**src/hw/rtl/circle_circle_intersection_top_macros.svh**
```systemverilog
// Assertion macros shared by cci_queue.sv and cci_back.sv.
`ifndef CIRCLE_CIRCLE_INTERSECTION_TOP_MACROS_SVH
`define CIRCLE_CIRCLE_INTERSECTION_TOP_MACROS_SVH
`ifndef SYNTHESIS
`define CCI_ASSERT(label, clk, rst, prop) \
   label: assert property (@(posedge clk) disable iff (rst) prop) \
      else $error("cci check failed");
`define CCI_NEVER(label, clk, rst, expr) \
   `CCI_ASSERT(label, clk, rst, !(expr))
`else
`define CCI_ASSERT(label, clk, rst, prop)
`define CCI_NEVER(label, clk, rst, expr)
`endif
`endif

```
**src/hw/rtl/cci_pkg.sv**
```systemverilog
package cci_pkg;

   localparam int CW     = 32;
   localparam int RW     = 31;
   localparam int EPSW   = 17;
   localparam int CSR_DW = 32;
   localparam int CSR_AW = 3;

   localparam logic CSR_EPSILON = 1'b0;

   localparam logic [2:0] CODE_FAR        = 3'd0;
   localparam logic [2:0] CODE_INSIDE     = 3'd1;
   localparam logic [2:0] CODE_COINCIDENT = 3'd2;
   localparam logic [2:0] CODE_TANGENT    = 3'd3;
   localparam logic [2:0] CODE_TWO_POINTS = 3'd4;

   typedef struct packed {
      logic signed [CW-1:0] x1;
      logic signed [CW-1:0] y1;
      logic [RW-1:0]        r1;
      logic                 r1_ge_r2;
      logic signed [CW:0]   dx;
      logic signed [CW:0]   dy;
      logic [CW-1:0]        s;
      logic [RW-1:0]        du;
      logic [2*CW-1:0]      d2;
      logic                 far;
   } cci_job_type;

   typedef struct packed {
      logic [2:0]           code;
      logic signed [CW-1:0] pax;
      logic signed [CW-1:0] pay;
      logic signed [CW-1:0] pbx;
      logic signed [CW-1:0] pby;
      logic                 sat;
   } cci_result_type;

endpackage

```
**src/hw/rtl/cci_queue.sv**
```systemverilog
`include "circle_circle_intersection_top_macros.svh"
module cci_queue
   import cci_pkg::*;
#(
   parameter int QUEUE_DEPTH = 4,
   localparam int LW = $clog2(QUEUE_DEPTH + 1),
   localparam int PW = $clog2(QUEUE_DEPTH)
) (
   input  logic          clock,
   input  logic          reset,
   input  logic          push,
   input  cci_job_type   push_job,
   input  logic          pop,
   output cci_job_type   head_job,
   output logic          not_empty,
   output logic [LW-1:0] level
);

   cci_job_type   entry_ff [QUEUE_DEPTH];
   logic [PW-1:0] wr_ff, wr_in, rd_ff, rd_in;
   logic [LW-1:0] level_ff, level_in;

   always_comb begin
      wr_in = wr_ff;
      rd_in = rd_ff;
      if (push) begin
         wr_in = (wr_ff == PW'(QUEUE_DEPTH - 1)) ? '0 : wr_ff + 1'b1;
      end
      if (pop) begin
         rd_in = (rd_ff == PW'(QUEUE_DEPTH - 1)) ? '0 : rd_ff + 1'b1;
      end
      level_in = level_ff + LW'(push) - LW'(pop);
      head_job  = entry_ff[rd_ff];
      not_empty = level_ff != '0;
      level     = level_ff;
   end

   always_ff @(posedge clock) begin
      if (reset) begin
         wr_ff    <= '0;
         rd_ff    <= '0;
         level_ff <= '0;
      end else begin
         wr_ff    <= wr_in;
         rd_ff    <= rd_in;
         level_ff <= level_in;
      end
   end

   always_ff @(posedge clock) begin
      if (push) begin
         entry_ff[wr_ff] <= push_job;
      end
   end

   `CCI_NEVER(a_no_overflow, clock, reset, push && !pop && level_ff == LW'(QUEUE_DEPTH))
   `CCI_NEVER(a_no_underflow, clock, reset, pop && level_ff == '0)

endmodule

```
**config.mk**
```make
export PLATFORM = sky130hd
export DESIGN_NAME = cci_queue
export DESIGN_NICKNAME = d
export VERILOG_FILES = /design/src/hw/rtl/cci_pkg.sv /design/src/hw/rtl/cci_queue.sv
export VERILOG_INCLUDE_DIRS = /design/src /design/src/hw/rtl
export SDC_FILE = /design/constraint.sdc
export NUM_CORES = 1
export LEC_CHECK = 0
export BUFFER_PORTS_ARGS = -buffer_cell sky130_fd_sc_hd__buf_2
export CORE_UTILIZATION = 30
export CTS_BUF_LIST = sky130_fd_sc_hd__clkbuf_2 sky130_fd_sc_hd__clkbuf_4 sky130_fd_sc_hd__clkbuf_8
export CTS_CLUSTER_DIAMETER = 80
export DETAILED_ROUTE_END_ITERATION = 6
export PLACE_DENSITY = 0.55
export SYNTH_ARGS = -nofsm -noshare
export SYNTH_HDL_FRONTEND = slang
export SYNTH_SLANG_ARGS = --single-unit
```
**constraint.sdc**
```tcl
create_clock -name clock -period 8.8 [get_ports clock]
set_input_delay 0.88 -clock clock [delete_from_list [all_inputs] [get_ports clock]]
set_output_delay 0.88 -clock clock [all_outputs]
set_load 0.02 [all_outputs]
```
* Yosys cells after proc, flatten, opt, wreduce, memory -nomap -nowiden *
Memory sizes are Yosys's and may differ from the RTL's. A register that Yosys moved wholly into a read port is not among the register bits.
Cells that the tools add are included.

word-level totals
  register bits after elaboration = 7
  bits in writable memories = 1160
  bits of input ports = 294
  word-level logic and storage cells = 17
  memories = 1

cells by class
  add/subtract/negate cells = 4
  eq/ne operators = 2
  muxes and demuxes = 6
  reduce and logical (&&, ||, !) cells = 1

memories
  name      depth  bits a word  read ports  clocked after memory_dff  write ports  RTL line         RTL
  entry_ff  4      290          1           1                         1            cci_queue.sv:19  cci_job_type entry_ff [QUEUE_DEPTH];

operator list
  operator               number
  $mux W2                4
  $add A2 B1 Y2 const B  2
  $eq A2 B2 Y1 const B   2
  $add A3 B1 Y3          1
  $reduce_bool A3 Y1     1
  $sub A3 B1 Y3          1
  $mux W1                2

* Logic depth before layout (Yosys ltp) *
Gate-level depths: netlist of the first run.

  depth after elaboration = 4
  depth in mapped cells = 8
  mapped depth without buffers = 8

* Least setup slack after synthesis of the first run *
No wires, ideal clock.

  path type = input-to-reg
  start = input push
  end = memory entry_ff[0][0] (netlist bit), enable pin
  setup time = 687 ps
  arrival time = 7424 ps
  setup slack = 689 ps
  stages = 1
  path buffers = 0
  cells stage by stage = and2_1

between the ends
  cells in the longest elaborated chain, start to end = 2

RTL lines
  item                           RTL line         RTL
  start, declared                cci_queue.sv:11  input logic push,
  $mux W1                        cci_queue.sv:51  if (push) begin
  $mux W1 (not written as such)  cci_queue.sv:52  entry_ff[wr_ff] <= push_job;
  end, declared                  cci_queue.sv:19

Every way passes these cells.

==> results.tsv, run 1 <==
stage	metric	value	unit
timing	period utilisation layout	55.2	%
clocking	number of hold buffers added after CTS	0	
yosys	net count after synthesis	1857	
worst_setup_path	Crit path depth	4	
timing	Final Hold Viols	0	
yosys	synth top area cells	edfxtp_1 (83%), mux4_2 (15%), dfxtp_1 (0.43%)	
worst_setup_path	CP max stage cell	dfxtp_4	
grt	gr ovfl total	0	
final_layout	fillcell total	12900	
grt	pin count of the biggest net entering global routing	143	
floorplan	I/O pins	588	
clocking	CTS clock-pin slew for the worst setup and hold paths	0.06	ns
route	vias	19400	
placed_design	dpl cell area	0.0474	mm2
floorplan	Initial Utilization	30.2	%
grt	GRT Total Usage	12.9	%
timing	final setup violation count	0	
clocking	clock root cell	clkbuf_8	
worst_setup_path	WP buf/inv	3	
grt	initial antenna violation count	35	
route	drt total wl	93.2	mm
placed_design	Worst Setup Slack post-DPL	4.61	ns
worst_setup_path	CP peak stage delay	1.03	ns
final_layout	# nets final	2588	
power	pwr/cell area	238	mW/mm2
placed_design	placer congestion estimate	0.739	
worst_setup_path	CP top delay family	buffers and inverters	
worst_setup_path	crit-path cells	buf_12 -> buf_4 -> mux4_2 -> buf_2	
grt	global-route wire length before repair	136	mm
final_layout	Seq. cell area	0.0350	mm2
timing	max-slew violation count	0	
timing	Worst Max-Slew Pin Slew	1.36	ns
power	VDD IR max	161	uV
flow_run	max-cap violations	0	
yosys	synth warn	0	
timing	hold_ws	0.219	ns
clocking	Num CTS Buffers	188	
route	wire per inst	21.6	um
yosys	post-synthesis cell area	0.0422	mm2
clocking	Clock Sinks	1169	
floorplan	Chip Width	377	um
route	Routed Antenna Nets	0	
floorplan	Total Die Area	0.142	mm2
floorplan	Core Area	0.140	mm2
worst_setup_path	element type at the critical path end	output pin	
worst_setup_path	Worst R2R Setup Slack	5.74	ns
timing	Worst slew margin	9.22	%
yosys	Netlist cell types	19	
clocking	Clk Latency, worst-skew pair	0.87	ns
power	leak pwr	16.9	nW
yosys	Synth top area share	82.6	%
worst_setup_path	FF-to-FF Start	wr_ff[0]	
worst_setup_path	Startpoint Class	flip-flop	
final_layout	area grow syn2layout	21.3	%
worst_hold_path	Hold Crit Endpoint	entry_ff[2][64]	
route	DRC viols	0	
yosys	Seq cells post-synth	1169	
final_layout	post-route cell area	0.0512	mm2
route	Vias/cell	4.48	
yosys	post-synthesis sequential area ratio	83.0	%
timing	RSZ-0062 raised after global routing	false	
worst_hold_path	min-delay src	push_job[64]	
clocking	post-CTS sizing	0	
grt	vias in the first global route	20900	
clocking	clock tree buffer depth	3	
worst_setup_path	Crit Path Category	flip-flop to output pin	
worst_setup_path	worst r2r dst	entry_ff[2][271]	
worst_setup_path	reg2reg path depth	5	
timing	final worst slack	3.94	ns
final_layout	layout cells sized above 1	49.4	%
run_status	status	completed	
route	1st-pass router iterations	4	
final_layout	fin util	36.7	%
worst_setup_path	WP data required	7.92	ns
final_layout	Multi-input gate area	0.00678	mm2
clocking	CTS tree	done	
yosys	Avg Inst Size Synth	27.1	um2
timing	clock skew	0.0275	ns
yosys	Yosys top cell by area	edfxtp_1	
floorplan	Die H	377	um
placed_design	Port Buf Inserts	587	
worst_hold_path	worst hold path class	input pin to flip-flop	
worst_setup_path	CP arrival	3.98	ns
placed_design	Post-DP HPWL	56.1	mm
worst_hold_path	Worst Hold Depth	1	
yosys	Post-Synthesis Cells	1555	
floorplan	Rows	137	
timing	Final Critical Period	4.86	ns
clocking	# Post-CTS Setup Buffers	0	
timing	FMAX	206	MHz
route	DRT iter0 DRCs	1092	
clocking	htree depth	4	
timing	Setup TNS	0	ns
worst_setup_path	crit-path max FO	72	
## report_power, final
group | total, mW | switching [mW] | internal (mW)
clock | 4.62 | 2.07 | 2.55
combinational | 1.15 | 0.707 | 0.444
sequential | 6.43 | 0.0580 | 6.37
total | 12.2 | 2.83 | 9.36
## sequential cells by signal (all words and copies together) (netlist names), named ones only
name      flops
rd_ff         2
level         3
entry_ff   1160
wr_ff         2
## final cells by class
cell class	instances	area share [%]
inverter	5	0.0367
sequential	1169	68.4
clock buffer	262	6.17
timing repair buffer	605	6.30
clock inverter	72	1.13
tap	1876	4.59
antenna	15	0.0734
multi-input combinational	317	13.3
## cell families (layout without fill, tap and decap cells)
group                      count (synthesis)  count (layout)  synth area share [%]
DFF                                     1169            1169                  83.0
AOI/OAI and AO/OA                          2               2                0.0237
xor gates and xnor gates                   1               1                0.0534
other                                      0              15                     0
and+or+nand+nor                           14              14                 0.196
buffers and inverters                     69             944                 0.911
adders and majority gates                  8               8                 0.255
muxes                                    292             292                  15.5
## cell usage in the layout (no fill, tap or decap), types with 2 or more instances in the layout
cell type / netlist / layout
bufinv_16: 0 / 8
inv_8: 0 / 4
or3b_2: 2 / 2
buf_12: 0 / 12
clkinvlp_4: 0 / 3
dfxtp_1: 9 / 7
nor2_1: 4 / 4
edfxtp_1: 1160 / 1160
mux2i_1: 2 / 2
clkinv_1: 0 / 37
clkinv_8: 0 / 2
clkinv_2: 0 / 15
mux4_2: 290 / 290
inv_1: 5 / 5
dfxtp_4: 0 / 2
buf_2: 34 / 587
clkbuf_4: 0 / 72
clkbuf_8: 0 / 190
clkinv_4: 0 / 2
diode_2: 0 / 15
buf_4: 0 / 6
a21oi_1: 2 / 2
ha_1: 7 / 7
and2_4: 0 / 4
nand2b_1: 2 / 2
## worst max-delay path by stage
stage / start / to / slack, ns
floorplan: push / entry_ff[0][0] / 0.69
global placement: flip-flop / head_job[55] / 4.70
detailed placement: flip-flop / head_job[68] / 4.61
CTS: flip-flop / head_job[59] / 3.59
global route: flip-flop / head_job[59] / 3.45
finish: flip-flop / head_job[59] / 3.94
## cells in the mapped netlist
master,instances
edfxtp_1,1160
mux4_2,290
buf_2,34
buf_1,17
buf_6,11
dfxtp_1,9
ha_1,7
inv_1,5
and2_1,4
nor2_1,4
a21oi_1,2
clkbuf_1,2
mux2i_1,2
nand2b_1,2
or3b_2,2
fa_1,1
nor2b_1,1
or3_1,1
xnor3_1,1
## metal layers
metal	up-vias	wire length, um	GRT usage, %
met4	38	1680	3.79
met3	170	9380	6.03
li1	8298	-	-
met2	716	46100	21.2
met5	-	249	0
met1	10100	35800	15.1
## through the flow
step | power (mW) | cells
after floorplan | 7.28 | 1555
after global placement | 7.68 | 3972
after detailed placement | 7.72 | 3972
after CTS | 12.4 | 4306
after global routing | 12.7 | 4315
final | 12.2 | 4321
No activity file was read; power rests on OpenSTA's default activity.
==> inputs of run 2 (changes only) <==
==> constraint.sdc (replaced) <==
create_clock -name clock -period 4.5 [get_ports clock]
set_input_delay 0.45 -clock clock [delete_from_list [all_inputs] [get_ports clock]]
set_output_delay 0.45 -clock clock [all_outputs]
set_load 0.02 [all_outputs]
==> results.tsv, run 2 (synthesis results as in run 1) <==
stage	metric	value	unit
floorplan	Rows	137	
route	wire per inst	21.0	um
clocking	clock root cell	clkbuf_8	
placed_design	Placed Instances	4035	
power	Clk pwr share	37.2	%
clocking	htree depth	4	
power	Gate power share	10.6	%
final_layout	most common cell after layout, fill and taps aside	edfxtp_1	
worst_setup_path	FF-to-FF Start	wr_ff[0]	
power	switching power	5.72	mW
grt	pin count of the biggest net entering global routing	83	
flow_run	max-cap violations	0	
floorplan	Total Die Area	0.142	mm2
final_layout	# nets final	2944	
worst_setup_path	element type at the critical path end	output pin	
worst_setup_path	WP data required	4.05	ns
timing	period utilisation layout	78.0	%
grt	GRT Total Usage	13.6	%
worst_setup_path	Startpoint Class	flip-flop	
worst_setup_path	crit-path max FO	34	
grt	met2 Resource Use GR	22.6	%
route	DRT iter0 DRCs	1136	
timing	final setup violation count	0	
worst_setup_path	CP arrival	3.06	ns
route	Routed Antenna Nets	0	
worst_setup_path	worst r2r dst	entry_ff[2][59]	
run_status	status	completed	
placed_design	Post-DP HPWL	61.6	mm
grt	gr ovfl total	0	
clocking	CTS tree	done	
grt	GRT Max-Usage Layer	met2	
clocking	Num CTS Buffers	187	
timing	FMAX	285	MHz
power	Seq pwr share	52.2	%
floorplan	I/O pins	588	
timing	Final Hold Viols	0	
worst_hold_path	min-delay src	push_job[268]	
worst_hold_path	Worst Hold Depth	2	
placed_design	placer congestion estimate	0.758	
timing	max-slew violation count	0	
worst_setup_path	reg2reg path depth	4	
grt	vias in the first global route	23000	
power	Int Pwr	18.4	mW
worst_setup_path	Crit Path Category	flip-flop to output pin	
power	pwr/cell area	441	mW/mm2
final_layout	layout cells sized above 1	45.1	%
final_layout	most frequent cells in the layout	edfxtp_1 (1,160), buf_2 (587), dlygate4sd3_1 (294)	
floorplan	Initial Utilization	30.2	%
final_layout	max FFs per register	1160	
final_layout	most flop-heavy register	entry_ff	
power	VDD IR max	398	uV
clocking	CTS clock-pin slew for the worst setup and hold paths	0.06	ns
worst_hold_path	Hold Crit Endpoint	entry_ff[3][268]	
route	DRC viols	0	
floorplan	Die H	377	um
timing	RSZ-0062 raised after global routing	false	
route	1st-pass router iterations	5	
final_layout	area grow syn2layout	29.6	%
floorplan	Chip Width	377	um
timing	clock skew	0.0386	ns
grt	GR met3 Demand/Resource	4.72	%
timing	Final Critical Period	3.51	ns
power	leak pwr	18.4	nW
clocking	Clk Latency, worst-skew pair	0.87	ns
timing	Worst slew margin	22.7	%
clocking	Clock Sinks	1169	
grt	initial antenna violation count	11	
final_layout	fillcell total	12600	
route	vias	20600	
route	drt total wl	98.1	mm
final_layout	non-filler instance count after layout	4673	
timing	Setup TNS	0	ns
route	Vias/cell	4.42	
grt	met1 usage	16.6	%
worst_hold_path	worst hold path class	input pin to flip-flop	
grt	global-route wire length before repair	143	mm
placed_design	Port Buf Inserts	587	
power	Sw Ratio	23.8	%
timing	Worst Max-Slew Pin Slew	1.16	ns
worst_setup_path	Worst R2R Setup Slack	2.16	ns
power	total power draw	24.1	mW
floorplan	Core Area	0.140	mm2
clocking	clock tree buffer depth	3	
clocking	# Post-CTS Setup Buffers	0	
==> run 2: cell types whose count changed in the layout (fill, tap and decap cells not counted), sizes merged, moves of 4 or more <==
| cell | change |
|---|---|
| dlygate4sd3 | +294 |
| buf | +63 |
| clkbuf | -14 |
| clkinv | +11 |
| diode | -11 |
| clkinvlp | +6 |
| inv | +4 |
==> run 2: what timing repair did <==
item / 4_1_cts / 5_1_grt
resized for setup: 0 / 0
hold buffers: 294 / 0
setup endpoints to repair: 0 / 0
hold endpoints to repair: 1169 / 0
==> run 2: layout make-up <==
| class | instances | area, um2 | share of cell area [%] |
|---|---|---|---|
| clock buffers | 248 | 3040 | 5.56 |
| well taps | 1876 | 2350 | 4.30 |
| multi-input cells | 317 | 6780 | 12.4 |
| flip-flops and latches | 1169 | 35000 | 64.1 |
| clock inverters | 92 | 674 | 1.23 |
| inverters | 5 | 18.8 | 0.0343 |
| repair buffers | 962 | 6750 | 12.4 |
| diodes | 4 | 10.0 | 0.0183 |
==> run 2: worst max-delay path: stages (launching register included) <==
cell and delay, ns:
dfxtp_4 0.67, buf_4 0.66, mux4_2 0.61, buf_2 0.18
==> run 2: power by group through the flow <==
stage	logic, mW	clock network [mW]	registers, mW
finish	2.55	8.97	12.6
floorplan	1.38	0	12.8
CTS	2.61	9.26	12.6
global route	2.72	9.68	12.6
global placement	2.34	0	12.8
detailed placement	2.38	0	12.8
==> run 2: metal layers <==
metal  share of wire [%]  wire length [um]  up-vias
li1                    -                 -     9007
met1                  41             40100    10800
met2                  49             48400      692
met3                 7.8              7620      151
met4                 1.9              1880       12
met5               0.082                80        -
==> run 2: worst max path at each step <==
stage              start             end  cells past startpoint
6_report       flip-flop    head_job[54]                      3
5_1_grt        flip-flop    head_job[32]                      3
4_1_cts        flip-flop    head_job[32]                      3
3_5_place_dp   flip-flop    head_job[32]                      3
3_3_place_gp   flip-flop    head_job[32]                      3
2_1_floorplan   wr_ff[0]  entry_ff[3][0]                      2
==> run 2: through the flow <==
stage	setup slack, ns	area (um2)	utilization, %	hold slack [ns]
after global routing	0.695	54600	39.2	0.232
after detailed placement	1.80	48000	34.4	0.503
after floorplan	1.50	42200	-	0.469
after global placement	1.79	48000	34.4	0.498
after CTS	0.747	54600	39.2	0.175
final	0.992	54600	39.2	0.335
